===== src/design/dnsarp_pkg.sv =====
// shared types and constants for the dns answer record parser
package dnsarp_pkg;

   // parse phases, one-hot
   typedef enum logic [10:0] {
      PH_HEADER     = 11'b000_0000_0001,
      PH_QNAME_LEN  = 11'b000_0000_0010,
      PH_QNAME_SKIP = 11'b000_0000_0100,
      PH_QNAME_PTR  = 11'b000_0000_1000,
      PH_QFIXED     = 11'b000_0001_0000,
      PH_RNAME_LEN  = 11'b000_0010_0000,
      PH_RNAME_SKIP = 11'b000_0100_0000,
      PH_RNAME_PTR  = 11'b000_1000_0000,
      PH_RFIXED     = 11'b001_0000_0000,
      PH_RDATA      = 11'b010_0000_0000,
      PH_DONE       = 11'b100_0000_0000
   } phase_type;

   // result status codes
   localparam logic [2:0] ST_A        = 3'd0;
   localparam logic [2:0] ST_AAAA     = 3'd1;
   localparam logic [2:0] ST_FOLLOW   = 3'd2;
   localparam logic [2:0] ST_NOTFOUND = 3'd3;
   localparam logic [2:0] ST_ERROR    = 3'd4;
   localparam logic [2:0] ST_DROP     = 3'd5;

   // record types
   localparam logic [15:0] RT_A     = 16'd1;
   localparam logic [15:0] RT_CNAME = 16'd5;
   localparam logic [15:0] RT_AAAA  = 16'd28;

   // packet layout
   localparam int unsigned HDR_LEN  = 12;
   localparam logic [15:0] RR_FIXED = 16'd10;
   localparam logic [15:0] Q_FIXED  = 16'd4;
   localparam logic [7:0]  PTR_MARK = 8'hC0;
   localparam logic [3:0]  RCODE_NXDOMAIN = 4'd3;
   localparam int unsigned CNAME_W  = 11;

   // register indexes
   localparam logic REG_EXPECTED_ID = 1'b0;
   localparam logic REG_QUERY_TYPE  = 1'b1;

endpackage


===== src/design/dns_answer_record_parser.sv =====
// dns response parser: walks the answer records of a byte stream, one result per packet
//
//  channel | direction | handshake          | payload
//  req     | in        | req_valid/req_stall| packet_byte, last_byte
//  rsp     | out       | rsp_valid/rsp_stall| status, address_high/low, cname_offset
//  csr     | in        | apb write/read     | expected_id (0x0), query_type (0x4)
//
// one byte per cycle while req_stall is low: every parse step is one pass through the next-state logic
// the result is registered on the cycle after the last byte is taken
// req_stall is high only while a result is held and rsp_stall is high
// synchronous reset clears the parse state, the registers and the result valid
module dns_answer_record_parser #(
   parameter int unsigned MAX_PACKET = 1536
) (
   input  logic        clock,
   input  logic        reset,
   // input bytes
   input  logic        req_valid,
   output logic        req_stall,
   input  logic [7:0]  req_packet_byte,
   input  logic        req_last_byte,
   // results
   output logic        rsp_valid,
   input  logic        rsp_stall,
   output logic [2:0]  rsp_status,
   output logic [63:0] rsp_address_high,
   output logic [63:0] rsp_address_low,
   output logic [10:0] rsp_cname_offset,
   // configuration
   input  logic        csr_psel,
   input  logic        csr_penable,
   input  logic        csr_pwrite,
   input  logic [2:0]  csr_paddr,
   input  logic [31:0] csr_pwdata,
   output logic [31:0] csr_prdata,
   output logic        csr_pready
);

   localparam int unsigned OFS_W = $clog2(MAX_PACKET + 2);
   localparam logic [OFS_W-1:0] OFS_MAX = OFS_W'(MAX_PACKET);
   localparam logic [OFS_W-1:0] OFS_HDR = OFS_W'(dnsarp_pkg::HDR_LEN);

   // configuration registers
   logic [15:0] expected_id_ff;
   logic        query_type_ff;
   logic        cfg_write;

   // parse state
   dnsarp_pkg::phase_type phase_ff, phase_in;
   logic [OFS_W-1:0] offset_ff, offset_in;
   logic [15:0] remain_ff, remain_in;
   logic [15:0] answers_ff, answers_in;
   logic [7:0]  hold_ff, hold_in;
   logic [15:0] rtype_ff, rtype_in;
   logic [15:0] rdlen_ff, rdlen_in;
   logic        found_ff, found_in;
   logic [63:0] addr_hi_ff, addr_hi_in;
   logic [63:0] addr_lo_ff, addr_lo_in;
   logic        cname_seen_ff, cname_seen_in;
   logic [dnsarp_pkg::CNAME_W-1:0] cname_pos_ff, cname_pos_in;
   logic [2:0]  outcome_ff, outcome_in;

   // result register
   logic        rsp_valid_ff;
   logic [2:0]  status_ff, status_in;
   logic [63:0] res_hi_ff, res_hi_in;
   logic [63:0] res_lo_ff, res_lo_in;
   logic [dnsarp_pkg::CNAME_W-1:0] res_cname_ff, res_cname_in;

   // helpers
   logic        req_accept;
   logic        rsp_accept;
   logic        load_result;
   logic [15:0] remain_dec;
   logic [15:0] word_new;
   logic [15:0] fixed_idx;
   logic        record_end;
   logic        next_rec;
   logic [OFS_W:0] pos_plus;
   logic        is_ptr;

   // handshakes
   assign req_stall   = rsp_valid_ff & rsp_stall;
   assign req_accept  = req_valid & ~req_stall;
   assign rsp_accept  = rsp_valid_ff & ~rsp_stall;
   assign load_result = req_accept & req_last_byte;

   assign remain_dec = remain_ff - 16'd1;
   assign word_new   = {hold_ff, req_packet_byte};
   assign fixed_idx  = dnsarp_pkg::RR_FIXED - remain_ff;
   assign pos_plus   = {1'b0, offset_ff} + {{OFS_W{1'b0}}, 1'b1};
   assign is_ptr     = (req_packet_byte & dnsarp_pkg::PTR_MARK) == dnsarp_pkg::PTR_MARK;

   // configuration port
   assign csr_pready = 1'b1;
   assign cfg_write  = csr_psel & csr_penable & csr_pwrite;
   assign csr_prdata = (csr_paddr[2] == dnsarp_pkg::REG_QUERY_TYPE) ?
                       {31'd0, query_type_ff} : {16'd0, expected_id_ff};

   always_ff @(posedge clock) begin
      if (reset) begin
         expected_id_ff <= 16'd0;
         query_type_ff  <= 1'b0;
      end else if (cfg_write) begin
         unique case (csr_paddr[2])
            dnsarp_pkg::REG_EXPECTED_ID: expected_id_ff <= csr_pwdata[15:0];
            dnsarp_pkg::REG_QUERY_TYPE:  query_type_ff  <= csr_pwdata[0];
            default: ;
         endcase
      end
   end

   // per-byte parse step
   always_comb begin
      phase_in      = phase_ff;
      offset_in     = offset_ff;
      remain_in     = remain_ff;
      answers_in    = answers_ff;
      hold_in       = hold_ff;
      rtype_in      = rtype_ff;
      rdlen_in      = rdlen_ff;
      found_in      = found_ff;
      addr_hi_in    = addr_hi_ff;
      addr_lo_in    = addr_lo_ff;
      cname_seen_in = cname_seen_ff;
      cname_pos_in  = cname_pos_ff;
      outcome_in    = outcome_ff;
      record_end    = 1'b0;
      next_rec      = 1'b0;

      unique case (phase_ff)
         // fixed header, byte position picks the field
         dnsarp_pkg::PH_HEADER: begin
            if (offset_ff == OFS_W'(0) || offset_ff == OFS_W'(6)) begin
               hold_in = req_packet_byte;
            end else if (offset_ff == OFS_W'(1)) begin
               hold_in = req_packet_byte;
               if (word_new != expected_id_ff) begin
                  phase_in   = dnsarp_pkg::PH_DONE;
                  outcome_in = dnsarp_pkg::ST_DROP;
               end
            end else if (offset_ff == OFS_W'(3)) begin
               if (req_packet_byte[3:0] == dnsarp_pkg::RCODE_NXDOMAIN) begin
                  phase_in   = dnsarp_pkg::PH_DONE;
                  outcome_in = dnsarp_pkg::ST_NOTFOUND;
               end else if (req_packet_byte[3:0] != 4'd0) begin
                  phase_in   = dnsarp_pkg::PH_DONE;
                  outcome_in = dnsarp_pkg::ST_ERROR;
               end
            end else if (offset_ff == OFS_W'(7)) begin
               answers_in = word_new;
            end else if (offset_ff == OFS_W'(dnsarp_pkg::HDR_LEN - 1)) begin
               phase_in = dnsarp_pkg::PH_QNAME_LEN;
            end
         end
         // question name: label length, pointer or terminator
         dnsarp_pkg::PH_QNAME_LEN: begin
            if (req_packet_byte == 8'd0) begin
               phase_in  = dnsarp_pkg::PH_QFIXED;
               remain_in = dnsarp_pkg::Q_FIXED;
            end else if (is_ptr) begin
               phase_in = dnsarp_pkg::PH_QNAME_PTR;
            end else begin
               remain_in = {8'd0, req_packet_byte};
               phase_in  = dnsarp_pkg::PH_QNAME_SKIP;
            end
         end
         dnsarp_pkg::PH_QNAME_SKIP: begin
            remain_in = remain_dec;
            if (remain_dec == 16'd0) phase_in = dnsarp_pkg::PH_QNAME_LEN;
         end
         dnsarp_pkg::PH_QNAME_PTR: begin
            phase_in  = dnsarp_pkg::PH_QFIXED;
            remain_in = dnsarp_pkg::Q_FIXED;
         end
         // question type and class
         dnsarp_pkg::PH_QFIXED: begin
            remain_in = remain_dec;
            if (remain_dec == 16'd0) next_rec = 1'b1;
         end
         // answer name
         dnsarp_pkg::PH_RNAME_LEN: begin
            if (req_packet_byte == 8'd0) begin
               phase_in  = dnsarp_pkg::PH_RFIXED;
               remain_in = dnsarp_pkg::RR_FIXED;
            end else if (is_ptr) begin
               phase_in = dnsarp_pkg::PH_RNAME_PTR;
            end else begin
               remain_in = {8'd0, req_packet_byte};
               phase_in  = dnsarp_pkg::PH_RNAME_SKIP;
            end
         end
         dnsarp_pkg::PH_RNAME_SKIP: begin
            remain_in = remain_dec;
            if (remain_dec == 16'd0) phase_in = dnsarp_pkg::PH_RNAME_LEN;
         end
         dnsarp_pkg::PH_RNAME_PTR: begin
            phase_in  = dnsarp_pkg::PH_RFIXED;
            remain_in = dnsarp_pkg::RR_FIXED;
         end
         // type, class, ttl, rdlength
         dnsarp_pkg::PH_RFIXED: begin
            if (fixed_idx == 16'd0 || fixed_idx == 16'd8) begin
               hold_in = req_packet_byte;
            end else if (fixed_idx == 16'd1) begin
               rtype_in = word_new;
            end else if (fixed_idx == 16'd9) begin
               rdlen_in = word_new;
            end
            remain_in = remain_dec;
            if (remain_dec == 16'd0) begin
               found_in = (rtype_in == dnsarp_pkg::RT_A && rdlen_in == 16'd4 &&
                           !query_type_ff) ||
                          (rtype_in == dnsarp_pkg::RT_AAAA && rdlen_in == 16'd16 &&
                           query_type_ff);
               if (rtype_in == dnsarp_pkg::RT_CNAME) begin
                  cname_seen_in = 1'b1;
                  cname_pos_in  = pos_plus[dnsarp_pkg::CNAME_W-1:0];
               end
               if (rdlen_in == 16'd0) begin
                  record_end = 1'b1;
               end else begin
                  remain_in = rdlen_in;
                  phase_in  = dnsarp_pkg::PH_RDATA;
               end
            end
         end
         // record data, captured when this is the address record
         dnsarp_pkg::PH_RDATA: begin
            if (found_ff) begin
               if (rtype_ff == dnsarp_pkg::RT_AAAA && remain_ff > 16'd8) begin
                  addr_hi_in = {addr_hi_ff[55:0], req_packet_byte};
               end else begin
                  addr_lo_in = {addr_lo_ff[55:0], req_packet_byte};
               end
            end
            remain_in = remain_dec;
            if (remain_dec == 16'd0) record_end = 1'b1;
         end
         dnsarp_pkg::PH_DONE: ;
         default: ;
      endcase

      // end of an answer record
      if (record_end) begin
         if (found_in) begin
            phase_in   = dnsarp_pkg::PH_DONE;
            outcome_in = (rtype_in == dnsarp_pkg::RT_A) ?
                         dnsarp_pkg::ST_A : dnsarp_pkg::ST_AAAA;
         end else begin
            answers_in = answers_ff - 16'd1;
            next_rec   = 1'b1;
         end
      end

      // move to the next answer or conclude
      if (next_rec) begin
         if (answers_in == 16'd0) begin
            phase_in   = dnsarp_pkg::PH_DONE;
            outcome_in = cname_seen_in ? dnsarp_pkg::ST_FOLLOW : dnsarp_pkg::ST_NOTFOUND;
         end else begin
            phase_in = dnsarp_pkg::PH_RNAME_LEN;
         end
      end

      // byte count saturates past the size limit
      if (offset_ff <= OFS_MAX) offset_in = pos_plus[OFS_W-1:0];
   end

   // result fields for the packet's last byte
   always_comb begin
      if (offset_in < OFS_HDR || offset_in > OFS_MAX) begin
         status_in = dnsarp_pkg::ST_DROP;
      end else if (phase_in == dnsarp_pkg::PH_DONE) begin
         status_in = outcome_in;
      end else begin
         status_in = dnsarp_pkg::ST_ERROR;
      end
      res_hi_in    = (status_in == dnsarp_pkg::ST_AAAA) ? addr_hi_in : 64'd0;
      res_lo_in    = 64'd0;
      if (status_in == dnsarp_pkg::ST_AAAA) begin
         res_lo_in = addr_lo_in;
      end else if (status_in == dnsarp_pkg::ST_A) begin
         res_lo_in = {32'd0, addr_lo_in[31:0]};
      end
      res_cname_in = (status_in == dnsarp_pkg::ST_FOLLOW) ?
                     cname_pos_in : {dnsarp_pkg::CNAME_W{1'b0}};
   end

   // parse state registers, cleared after every packet
   always_ff @(posedge clock) begin
      if (reset || load_result) begin
         phase_ff      <= dnsarp_pkg::PH_HEADER;
         offset_ff     <= '0;
         remain_ff     <= 16'd0;
         answers_ff    <= 16'd0;
         hold_ff       <= 8'd0;
         rtype_ff      <= 16'd0;
         rdlen_ff      <= 16'd0;
         found_ff      <= 1'b0;
         addr_hi_ff    <= 64'd0;
         addr_lo_ff    <= 64'd0;
         cname_seen_ff <= 1'b0;
         cname_pos_ff  <= '0;
         outcome_ff    <= 3'd0;
      end else if (req_accept) begin
         phase_ff      <= phase_in;
         offset_ff     <= offset_in;
         remain_ff     <= remain_in;
         answers_ff    <= answers_in;
         hold_ff       <= hold_in;
         rtype_ff      <= rtype_in;
         rdlen_ff      <= rdlen_in;
         found_ff      <= found_in;
         addr_hi_ff    <= addr_hi_in;
         addr_lo_ff    <= addr_lo_in;
         cname_seen_ff <= cname_seen_in;
         cname_pos_ff  <= cname_pos_in;
         outcome_ff    <= outcome_in;
      end
   end

   // result valid
   always_ff @(posedge clock) begin
      if (reset) begin
         rsp_valid_ff <= 1'b0;
      end else if (load_result) begin
         rsp_valid_ff <= 1'b1;
      end else if (rsp_accept) begin
         rsp_valid_ff <= 1'b0;
      end
   end

   // result payload
   always_ff @(posedge clock) begin
      if (load_result) begin
         status_ff    <= status_in;
         res_hi_ff    <= res_hi_in;
         res_lo_ff    <= res_lo_in;
         res_cname_ff <= res_cname_in;
      end
   end

   assign rsp_valid        = rsp_valid_ff;
   assign rsp_status       = status_ff;
   assign rsp_address_high = res_hi_ff;
   assign rsp_address_low  = res_lo_ff;
   assign rsp_cname_offset = res_cname_ff;

endmodule


===== config.mk =====
export PLATFORM = sky130hd
export DESIGN_NAME = dns_answer_record_parser
export DESIGN_NICKNAME = d
export VERILOG_FILES = /design/src/design/dnsarp_pkg.sv /design/src/design/dns_answer_record_parser.sv
export SDC_FILE = /design/constraint.sdc
export NUM_CORES = 1
export LEC_CHECK = 0
export BUFFER_PORTS_ARGS = -buffer_cell sky130_fd_sc_hd__clkbuf_2
export CAP_MARGIN = 5
export CORE_AREA = 2 2 185 187
export CTS_BUF_LIST = sky130_fd_sc_hd__clkbuf_4 sky130_fd_sc_hd__clkbuf_8 sky130_fd_sc_hd__clkbuf_16
export CTS_CLUSTER_DIAMETER = 60
export DETAILED_ROUTE_END_ITERATION = 10
export DIE_AREA = 0 0 187 189
export HOLD_SLACK_MARGIN = 0.05
export PLACE_DENSITY = 0.89
export SLEW_MARGIN = 20
export SYNTH_ARGS = -nofsm -noshare
export SYNTH_HDL_FRONTEND = slang
export SYNTH_SLANG_ARGS = --single-unit

===== constraint.sdc =====
create_clock -name clock -period 7.26 [get_ports clock]
set_input_delay 2.178 -clock clock [delete_from_list [all_inputs] [get_ports clock]]
set_output_delay 2.178 -clock clock [all_outputs]
set_load 0.005 [all_outputs]

## Word level (Yosys, flattened, before mapping)

Cells that the tools add are included.

| operators by class | value |
|---|---|
| eq/ne operators | 33 |
| reduce and logical (&&, ||, !) cells | 28 |
| add/subtract/negate cells | 4 |
| mux-type cells | 88 |
| bitwise gates (word level) | 9 |
| magnitude comparators | 4 |

Operator list:

| operator | number |
|---|---|
| $mux W64 | 7 |
| $mux W16 | 21 |
| $mux W11 | 20 |
| $pmux W16 S6 | 1 |
| $pmux W11 S8 | 1 |
| $logic_not A16 Y1 | 4 |
| $eq A16 B1 Y1 const B | 3 |
| $eq A16 B5 Y1 const B | 3 |
| $mux W3 | 13 |
| $eq A11 B3 Y1 const B | 3 |
| $eq A16 B3 Y1 const B | 2 |
| $eq A16 B4 Y1 const B | 2 |
| $mux W32 | 1 |
| $mux W8 | 4 |
| $sub A16 B1 Y16 const B | 2 |
| $eq A11 B1 Y1 const B | 2 |
| $eq A11 B2 Y1 const B | 2 |
| $eq A11 B4 Y1 const B | 2 |
| $gt A16 B4 Y1 const B | 1 |
| $ne A16 B16 Y1 | 1 |
| $pmux W8 S2 | 1 |
| $sub A4 B16 Y16 const A | 1 |
| $mux W1 | 15 |
| $add A11 B1 Y11 const B | 1 |
| other kinds (34) | 53 |

| word-level totals | value |
|---|---|
| logic and storage cells | 186 |
| output and inout bits | 177 |
| flip-flop bits (word level) | 398 |

## Depth between registers and ports, before layout

Gate-level depths: netlist (run 1).

| depth | value |
|---|---|
| depth after elaboration | 23 |
| depth in mapped cells | 16 |

## Worst setup path before layout (run 1)

No wires, ideal clock.

| timing path | value |
|---|---|
| kind | input port to flip-flop |
| from | in rsp_stall |
| to | reg offset_ff[0] |
| arrival time | 6.714 ns |
| setup slack | 0.419 ns |
| stages | 10 |
| data required time | 7.132 ns |
| path through | nand2_1 and2_1 clkbuf_1 nand2_1 inv_1 or2_2 clkbuf_1 clkbuf_1 buf_1 nor2_1 |

| on the way | value |
|---|---|
| cells in the longest elaborated chain, start to end | 5 |

Ends and longest elaborated chain:

| item | RTL line | text |
|---|---|---|
| start: declaration | dns_answer_record_parser.sv:24 | `input logic rsp_stall,` |
| $and A1 B1 Y1 | dns_answer_record_parser.sv:83 | `assign req_stall = rsp_valid_ff & rsp_stall;` |
| $not A1 Y1 | dns_answer_record_parser.sv:84 | `assign req_accept = req_valid & ~req_stall;` |
| $and A1 B1 Y1 | dns_answer_record_parser.sv:84 |  |
| $and A1 B1 Y1 | dns_answer_record_parser.sv:86 | `assign load_result = req_accept & req_last_byte;` |
| named net load_result | dns_answer_record_parser.sv:73 | `logic load_result;` |
| $logic_or A1 B1 Y1 | dns_answer_record_parser.sv:292 | `if (reset \|\| load_result) begin` |
| end signal: assignment | dns_answer_record_parser.sv:308 | `offset_ff <= offset_in;` |
| end: declaration | dns_answer_record_parser.sv:50 | `logic [OFS_W-1:0] offset_ff, offset_in;` |

The timed path passes the listed nets, and every way through them passes these cells.
A chain may end at the register's enable or synchronous reset.

## Worst setup path in the final report (run 1)

| timing path | value |
|---|---|
| from | in req_packet_byte[0] |
| to | reg res_hi_ff[46] (netlist: rsp_address_high[46]), data pin |

| on the way | value |
|---|---|
| cells in the longest elaborated chain, start to end | 19 |

Ends and longest elaborated chain:

| item | RTL line | text |
|---|---|---|
| start: declaration | dns_answer_record_parser.sv:20 | `input logic [7:0] req_packet_byte,` |
| $mux W16 | dns_answer_record_parser.sv:207 | `end else if (fixed_idx == 16'd9) begin` |
| $mux W16 | dns_answer_record_parser.sv:205 | `end else if (fixed_idx == 16'd1) begin` |
| $mux W16 | dns_answer_record_parser.sv:203 | `if (fixed_idx == 16'd0 \|\| fixed_idx == 16'd8) begin` |
| $mux W16 | dns_answer_record_parser.sv:131 | `unique case (phase_ff)` |
| $eq A16 B3 Y1 / $eq A16 B5 Y1 (equally long branches) | dns_answer_record_parser.sv:212, dns_answer_record_parser.sv:214 |  |
| $logic_and A1 B1 Y1, on equally long branches (2 in series) | dns_answer_record_parser.sv:212, dns_answer_record_parser.sv:214 |  |
| $logic_or A1 B1 Y1 | dns_answer_record_parser.sv:213 | `!query_type_ff) \|\|` |
| $mux W1 | dns_answer_record_parser.sv:211 | `if (remain_dec == 16'd0) begin` |
| (+2 left out) | n/a |  |
| $mux W16 | dns_answer_record_parser.sv:245 | `if (record_end) begin` |
| $logic_not A16 Y1 | dns_answer_record_parser.sv:258 | `if (answers_in == 16'd0) begin` |
| $mux W11 | dns_answer_record_parser.sv:258 |  |
| $mux W11 | dns_answer_record_parser.sv:257 | `if (next_rec) begin` |
| $eq A11 B11 Y1 | dns_answer_record_parser.sv:274 | `end else if (phase_in == dnsarp_pkg::PH_DONE) begin` |
| $mux W3 (*) | dns_answer_record_parser.sv:274 |  |
| $mux W3 (*) | dns_answer_record_parser.sv:272 | `if (offset_in < OFS_HDR \|\| offset_in > OFS_MAX) begin` |
| $eq A3 B1 Y1 (*) | dns_answer_record_parser.sv:279 | `res_hi_in = (status_in == dnsarp_pkg::ST_AAAA) ? addr_hi_in : 64'd0;` |
| end signal: assignment | dns_answer_record_parser.sv:338 | `res_hi_ff <= res_hi_in;` |
| end: declaration | dns_answer_record_parser.sv:66 | `logic [63:0] res_hi_ff, res_hi_in;` |

Every way passes the cells marked *; elsewhere a longest branch is shown, timed or not. The select of a mux whose other input is x is not followed.

==> impl_metrics.ini, run 1 <==
[synthesis]
synth_warnings = 0
syn_area_mm2 = 0.0194
ys_ff_latch = 398
synthCells = 2309
yosysTopAreaCellShare_pct = 26.5
ys_types = 77
postSynthAreaPerCell_um2 = 8.38
yosysMostFrequentCell = nand2_1
synth_edf_count = 142
ys_top_cells_by_count = nand2_1, a21oi_1, dfxtp_1, clkbuf_1, nor2_1
yosys-top-cells-area = dfxtp_1, edfxtp_1, nand2_1, a21oi_1, mux2i_1
ys_seq_area_share_pct = 48.5
synth_ff_type = dfxtp_1
yosys.area.top_type = dfxtp_1
async_flop_share_pct = 0

[hold_path]
hold_start = addr_lo_ff[58]
hold_end = addr_lo_ff[58]
whs_path_depth = 2
hp-class = reg2reg

[critical_path]
critical_path_class = in2reg
r2r_slack_ns = 1.65
critPathMaxFanout = 63
rr_endpoint = rsp_address_high[46]
end_kind = register
start_kind = input pin
timing.rr.start = remain_ff[0]
worstPathArrival_ns = 6.20
ff2ff_path_depth = 13
cp.required_ns = 7.64

[clock_tree]
cts_hold_buffers = 0
cts_setup_buffers = 0
cts_tree = built
cts.path.max_buffers = 3
cts.repair.resized = 0
cts.sinks = 398
numCtsBuffers = 40
htreeDepth = 2
cts_root_buf = clkbuf_16
clk_pin_slew_ns = 0.06
clock_latency_ns = 0.55

[timing]
hold_viol = 0
tightest_slew_ns = 1.16
min_period_over_period_pct = 80.2
fin_tns_setup_ns = 0
setup_viol = 0
rsz0062_at_grt = no
fin_skew_ns = 0.0281
maxSlewHeadroom_pct = 21.8
fmax_mhz = 172
fin_crit_ns = 5.83
slew_viol_final = 0

[cells_and_area]
fillers = 2587
utilization_pct = 65.6
diodes = 0
drive_gt1_share_pct = 14.0
area_growth_pct = 12.8
stdcell_area_mm2 = 0.0218
nNetsFinal = 2454

[run]
max-cap-violations = 0

[placed_design]
placed_cell_area_mm2 = 0.0204
routabilityCongestion = 0.923
hpwlAfterDp_mm = 34.5
portBuffers = 192

[grt]
grt_use_total_pct = 29.4
grt_pass1_vias = 16569
antenna_found_initial = 0
grt_max_degree = 79
grt_first_pass_wirelength_mm = 85.7
grt-ovfl-total = 0

[run_status]
status = finished clean

[route]
drtAntennaViolNets = 0
drc = 0
vias = 17662
firstDrtPassIters = 8
drt_iter0_markers = 2104
viasPerCell = 6.15
wirelength_mm = 53.7
wire_per_inst_um = 18.7

[power]
powerDensity_mw_per_mm2 = 221
p_leak_uw = 0.00738
ir_drop_uv = 166

[floorplanning]
initial_core_util_pct = 58.2
dieWidth_um = 187
dieArea_mm2 = 0.0353
rows = 67
core_mm2 = 0.0333
fp.dieH_um = 189
io_pins = 228
-- registers in the layout, summed over array words and instances, names as in the netlist, 16 cells and up --
register,cells
rdlen_ff,16
addr_hi_ff,64
remain_ff,16
rtype_ff,16
answers_ff,16
expected_id_ff,16
rsp_address_low,64
rsp_address_high,64
addr_lo_ff,64
-- layout make-up --
type	instances	area (um2)	area share, %
inverters	27	106	0.487
repair buffers	225	1260	5.76
clock buffers	60	1190	5.44
well taps	448	561	2.57
multi-input cells	1701	9140	41.8
clock inverters	14	198	0.905
flip-flops and latches	398	9390	43.0
-- critical path, stage by stage --
cell and delay [ns]:
clkbuf_2 0.09, or4_1 0.70, nor2_1 0.40, nand4_1 0.11, or4_1 0.56, o21ai_2 0.17
a21oi_2 0.15, a2111oi_4 0.56, o2111ai_4 0.62, buf_12 0.43, a21oi_1 0.19
-- cell families after synthesis --
kind of cell,synth area share [%]
simple gates,23.1
compound gates,16.0
flops,48.5
buf+inv,4.96
mux,4.57
xor+xnor,2.22
fa+ha+maj,0.646
other cells,0.0388
-- how the worst max path moves through the flow --
stage / start / to / depth (start not counted)
after detailed placement: req_packet_byte[0] / rsp_address_low[40] / 11
final: req_packet_byte[0] / rsp_address_high[46] / 11
after floorplan: rsp_stall / offset_ff[0] / 10
after CTS: req_packet_byte[0] / rsp_address_high[46] / 11
after global placement: req_packet_byte[0] / rsp_address_low[38] / 11
after global routing: req_packet_byte[0] / rsp_address_high[46] / 11
-- layer usage --
metal,global-route usage [%],part of all wire (%)
met1,38.6,40
met2,49.6,48
met3,4.15,8.0
met4,11.1,3.4
met5,0,0
-- through the flow --
stage | hold WS (ns) | instances | worst slack, ns | power, uW
CTS | 0.452 | 2871 | 1.49 | 4830
global route | 0.475 | 2873 | 1.18 | 4940
global placement | 0.434 | 2797 | 1.04 | 2720
finish | 0.454 | 2873 | 1.43 | 4820
floorplan | 0.426 | 2324 | 0.419 | 2610
detailed placement | 0.442 | 2797 | 0.957 | 2720
-- placed cells by master, fill, tap and decap left out, types with 8 or more instances in the layout --
master     count
or3_1         18
clkbuf_4      15
nand3_1       27
clkbuf_16     40
or2_2         10
edfxtp_1     142
nor2b_1       23
or4_1         20
a211oi_1      32
buf_4         28
o22ai_1       20
xnor2_1       31
mux2i_1       85
nor3_1        72
xor2_1        18
o21ai_0       50
nor2_1       144
nand4_1       23
nor4_1        26
ha_1          10
and2_1         9
conb_1        17
nand2b_1      10
and3_1         8
dfxtp_1      256
a22oi_1       11
nand2_1      581
a31oi_1       13
inv_1         26
a21oi_1      320
clkbuf_2     192
-- power breakdown --
group / internal (uW) / switching, uW / total (uW)
Combinational: 101 / 195 / 296
Clock: 1260 / 882 / 2140
Sequential: 2350 / 37.1 / 2390
Power figures use the tool's default switching activity.
==> inputs of run 2 (changes only) <==
==> constraint.sdc (replaced) <==
create_clock -name clock -period 5.9 [get_ports clock]
set_input_delay 1.77 -clock clock [delete_from_list [all_inputs] [get_ports clock]]
set_output_delay 1.77 -clock clock [all_outputs]
set_load 0.005 [all_outputs]
==> run 2 against run 1 <==
Against the previous run:
- power up 23%
- die area unchanged
- via count grew 0.69%
- non-clock buffer count rose by 9
- critical path type unchanged
- largest cell class unchanged
==> impl_metrics.ini, run 2 (same netlist as run 1, synthesis figures left out) <==
[placed_design]
placed_cell_area_mm2 = 0.0205
routabilityCongestion = 0.935
dp.cells = 2807
hpwlAfterDp_mm = 34.3
portBuffers = 192

[route]
vias = 17783
drt_iter0_markers = 2133
drc = 0
wire_per_inst_um = 18.6
drtAntennaViolNets = 0
firstDrtPassIters = 6
viasPerCell = 6.17
wirelength_mm = 53.5

[critical_path]
crit_chain = clkbuf_2, or4_1, nor2_1, nand4_1, or4_1, o21ai_2, a21oi_2, a2111oi_4, nand3_1, a211oi_1
crit_buf_inv = 1
end_kind = register
worstPathArrival_ns = 5.27
timing.rr.start = remain_ff[4]
critPathMaxFanout = 11
cp_common_cell = or4_1
slowest_stage = or4_1
cp_top_family = simple AND/OR/NAND/NOR gates
critical_path_class = in2reg
slowest_delay_ns = 0.70
crit_start = req_packet_byte[0]
start_kind = input pin
r2r_slack_ns = 1.05
cp.required_ns = 6.25
ff2ff_path_depth = 10
rr_endpoint = rsp_cname_offset[6]

[cells_and_area]
utilization_pct = 65.8
nNetsFinal = 2464
stdcell_area_mm2 = 0.0219
diodes = 0
fin_cells = 2883
final_common_cell = nand2_1
drive_gt1_share_pct = 14.4
area_growth_pct = 13.1
final_cell_mix = nand2_1, a21oi_1, dfxtp_1

[power]
comb_power_share_pct = 6.2
p_int_uw = 4580
powerDensity_mw_per_mm2 = 272
p_sw_share_pct = 23.0
total_power_uw = 5950
clockPowerShare_pct = 44.5
p_leak_uw = 0.00740
p_sw_uw = 1370
p_seq_share_pct = 49.4
ir_drop_uv = 175

[clock_tree]
cts_root_buf = clkbuf_16
cts.repair.resized = 0
cts_hold_buffers = 0
cts.path.max_buffers = 3
clock_latency_ns = 0.55
numCtsBuffers = 41
cts_setup_buffers = 0
cts_tree = built
clk_pin_slew_ns = 0.06
htreeDepth = 2
cts.sinks = 398

[hold_path]
hold_start = addr_hi_ff[56]
whs_path_depth = 2
hp-class = reg2reg
hold_end = addr_hi_ff[56]

[floorplanning]
rows = 67
fp.dieH_um = 189
dieWidth_um = 187
core_mm2 = 0.0333
dieArea_mm2 = 0.0353
io_pins = 228
initial_core_util_pct = 58.2

[grt]
antenna_found_initial = 0
grt_busiest_layer = met2
use_met1_pct = 38.0
grt-ovfl-total = 0
grt_first_pass_wirelength_mm = 85.2
grt_use_total_pct = 29.2
grtUsageMet3_pct = 4.73
grt_pass1_vias = 16493
gr-usage-met2_pct = 48.5
grt_max_degree = 144

[run_status]
status = finished clean

[timing]
fin_tns_setup_ns = 0
fin_crit_ns = 4.92
tightest_slew_ns = 0.984
maxSlewHeadroom_pct = 34.4
min_period_over_period_pct = 83.4
slew_viol_final = 0
fmax_mhz = 203
hold_viol = 0
fin_skew_ns = 0.0218
setup_viol = 0
rsz0062_at_grt = no

[run]
max-cap-violations = 0
## run 2: power by group through the flow
stage                     registers [uW]  logic (uW)  clock network [uW]
after global placement              2990         352                   0
after CTS                           2930         360                2670
final                               2930         366                2650
after floorplan                     2980         231                   0
after global routing                2940         395                2780
after detailed placement            2990         358                   0
## run 2: worst max-delay path by stage
stage | endpoint | slack [ns] | depth (start not counted)
6_report | rsp_cname_offset[6] | 0.98 | 10
5_1_grt | rsp_cname_offset[3] | 0.73 | 10
4_1_cts | rsp_cname_offset[6] | 1.07 | 10
3_5_place_dp | rsp_cname_offset[6] | 0.51 | 10
3_3_place_gp | rsp_cname_offset[0] | 0.64 | 10
2_1_floorplan | answers_ff[0] | 0.33 | 10
## run 2: metal layers
metal,share of wire [%],vias up
met5,0,-
met3,9.1,169
met2,48,996
li1,-,8235
met4,3.9,0
met1,39,8383
## run 2: layout make-up
class / instances / area, um2
clock inverters: 19 / 199
clock buffers: 56 / 1190
fillers: 2552 / 11400
flip-flops and latches: 398 / 9390
multi-input cells: 1701 / 9140
inverters: 27 / 105
well taps: 448 / 561
repair buffers: 234 / 1300
## run 2: per-stage QoR
| stage | hold WS, ns | setup WS, ns |
|---|---|---|
| after floorplan | 0.426 | 0.332 |
| after global placement | 0.433 | 0.639 |
| after detailed placement | 0.442 | 0.514 |
| after CTS | 0.450 | 1.07 |
| after global routing | 0.476 | 0.729 |
| final | 0.454 | 0.976 |
## run 2: tightest hold or removal path: stages (launching register included)
cell and delay [ns]:
dfxtp_1 0.31, nand2_1 0.05, a21oi_1 0.05
==> inputs of run 3 (changes only) <==
--- a/config.mk
+++ b/config.mk
@@ -5,15 +5,16 @@
 export SDC_FILE = /design/constraint.sdc
 export NUM_CORES = 1
 export LEC_CHECK = 0
+export ABC_AREA = 1
 export BUFFER_PORTS_ARGS = -buffer_cell sky130_fd_sc_hd__clkbuf_2
 export CAP_MARGIN = 5
-export CORE_AREA = 2 2 185 187
+export CORE_AREA = 2 2 191 193
 export CTS_BUF_LIST = sky130_fd_sc_hd__clkbuf_4 sky130_fd_sc_hd__clkbuf_8 sky130_fd_sc_hd__clkbuf_16
 export CTS_CLUSTER_DIAMETER = 60
 export DETAILED_ROUTE_END_ITERATION = 10
-export DIE_AREA = 0 0 187 189
+export DIE_AREA = 0 0 193 195
 export HOLD_SLACK_MARGIN = 0.05
-export PLACE_DENSITY = 0.89
+export PLACE_DENSITY = 0.88
 export SLEW_MARGIN = 20
 export SYNTH_ARGS = -nofsm -noshare
 export SYNTH_HDL_FRONTEND = slang
==> constraint.sdc (replaced) <==
create_clock -name clock -period 5 [get_ports clock]
set_input_delay 1.5 -clock clock [delete_from_list [all_inputs] [get_ports clock]]
set_output_delay 1.5 -clock clock [all_outputs]
set_load 0.005 [all_outputs]
==> run 3 against run 2 <==
Against the previous run:
- register-to-register slack worse by 0.83 ns
- combinational power rose to 3.3 times the previous value
- sequential share of layout area down 3.7 points
- global-route usage up 0.44 points
- via count up 4.9%
- non-clock buffer count up 43
- first-iteration DRC count down 18%
- clock skew down 0.0051 ns
==> impl_metrics.ini, run 3 <==
[run_status]
status = finished clean

[floorplanning]
rows = 69
fp.dieH_um = 195
core_mm2 = 0.0354
dieArea_mm2 = 0.0376
io_pins = 228
initial_core_util_pct = 58.6
dieWidth_um = 193

[timing]
fin_skew_ns = 0.0166
setup_viol = 0
maxSlewHeadroom_pct = 27.2
tightest_slew_ns = 1.09
hold_viol = 0
fin_crit_ns = 4.78
fin_tns_setup_ns = 0
slew_viol_final = 0
min_period_over_period_pct = 95.6
fmax_mhz = 209

[route]
viasPerCell = 5.75
vias = 18659
firstDrtPassIters = 5
wire_per_inst_um = 17.6
wirelength_mm = 57.3
drt_iter0_markers = 1752
drc = 0
drtAntennaViolNets = 0

[placed_design]
placed_cell_area_mm2 = 0.0223
routabilityCongestion = 0.952
portBuffers = 192
hpwlAfterDp_mm = 38.7

[synthesis]
synthCells = 2568
synth_xor_area_share_pct = 2.03
yosys.area.top_type = dfxtp_1
yosys-top-cells-area = dfxtp_1, edfxtp_1, nand2_1, inv_1, mux2i_1
ys_top_cells_by_count = nand2_1, inv_1, dfxtp_1, nor2_1, o21ai_0
synthAdderAreaFrac_pct = 0.603
postSynthAreaPerCell_um2 = 8.08
ys_types = 58
async_flop_share_pct = 0
synth_warnings = 0
muxShareOfSynthArea_pct = 5.79
synth_edf_count = 142
yosysTopAreaCellShare_pct = 24.7
yosysMostFrequentCell = nand2_1
synthSimpleGateAreaFrac_pct = 20.1
ys_ff_latch = 398
synth_compound_area_share_pct = 15.1
ys_seq_area_share_pct = 45.3
synth_ff_type = dfxtp_1
synth_top_family_by_area = simple AND/OR/NAND/NOR gates
syn_area_mm2 = 0.0207

[clock_tree]
clk_pin_slew_ns = 0.06
numCtsBuffers = 43
cts.path.max_buffers = 3
htreeDepth = 2
cts.sinks = 398
cts_tree = built
cts_root_buf = clkbuf_16
clock_latency_ns = 0.55

[hold_path]
hp-class = reg2reg

[power]
clockPowerShare_pct = 39.1
powerDensity_mw_per_mm2 = 330
comb_power_share_pct = 15.3
p_sw_share_pct = 28.6
p_leak_uw = 0.0116
ir_drop_uv = 375
p_seq_share_pct = 45.6
p_sw_uw = 2260
p_int_uw = 5650

[cells_and_area]
final_cell_mix = nand2_1, inv_1, dfxtp_1
diodes = 0
drive_gt1_share_pct = 16.7
nNetsFinal = 2814
final_common_cell = nand2_1
area_growth_pct = 15.4
stdcell_area_mm2 = 0.0240

[grt]
grt_max_degree = 115
antenna_found_initial = 0
grt_first_pass_wirelength_mm = 89.7
grt-ovfl-total = 0
grt_use_total_pct = 29.7
grt_pass1_vias = 17684

[critical_path]
critical_path_class = reg2reg
cp.required_ns = 5.40
end_kind = register
slowest_delay_ns = 0.36
cp_common_cell = nand2_1
worstPathArrival_ns = 5.17
slowest_stage = nor3_4
start_kind = register
critPathMaxFanout = 32

[run]
max-cap-violations = 0
run 3: area by class of cell:
cell class	instances	area, um2
Timing Repair Buffer	277	1740
Multi-Input combinational cell	1626	9320
Tap cell	461	577
Clock inverter	25	211
Inverter	407	1540
Clock buffer	53	1160
Fill cell	2715	11400
Sequential cell	398	9390
run 3: metrics by stage:
stage          instances  setup slack, ns  total power (uW)  hold WS [ns]  utilization (%)
4_1_cts             3232            0.172              7820         0.486             66.8
5_1_grt             3247           -0.126              8210         0.509             67.7
3_5_place_dp        3154            0.191              4760         0.469             62.9
6_report            3247            0.222              7900         0.492             67.7
3_3_place_gp        3154            0.242              4710         0.460             62.9
2_1_floorplan       2583            0.583              4430         0.445                -
run 3: kinds of logic (layout without fill, tap and decap cells):
kind of cell    count (synthesis)  count (layout)
buf+inv                       562             762
flops                         398             398
xor+xnor                       48              48
simple gates                  908             911
fa+ha+maj                      10              10
other cells                     2              17
mux                           120             120
compound gates                520             520
run 3: worst max-delay path, delay by kind of cell (launching register included):
| family | cells | cell delay (ns) |
|---|---|---|
| buffers and inverters | 7 | 1.13 |
| AO/OA/AOI/OAI | 2 | 0.31 |
| flip-flops | 1 | 0.34 |
| AND/OR/NAND/NOR | 24 | 2.80 |
run 3: final timing paths:
path / start / slack [ns] / cells past startpoint / to
worst max-delay path: remain_ff[1] / 0.22 / 33 / rsp_address_low[27]
worst min-delay path: expected_id_ff[3] / 0.49 / 2 / expected_id_ff[3]
worst max register to register: remain_ff[1] / 0.22 / 33 / rsp_address_low[27]
worst min register to register: expected_id_ff[3] / 0.49 / 2 / expected_id_ff[3]
run 3: what timing repair did:
action	4_1_cts	5_1_grt
hold endpoints to repair	0	0
resized for setup	0	46
hold buffers	0	0
setup endpoints to repair	0	139
setup buffers	0	11
run 3: power groups by stage:
stage / combinational (uW) / sequential, uW / clock, uW
after global routing: 1330 / 3620 / 3270
after global placement: 1050 / 3660 / 0
after floorplan: 789 / 3640 / 0
after detailed placement: 1090 / 3670 / 0
final: 1210 / 3610 / 3090
after CTS: 1100 / 3600 / 3120
run 3: metal layers:
layer | vias up | GRT usage, % | routed length (um)
met1 | 8737 | 37.7 | 22900
met3 | 183 | 4.71 | 4610
met5 | - | 0 | 0
met2 | 867 | 49.0 | 27100
li1 | 8872 | - | -
met4 | 0 | 14.6 | 2650
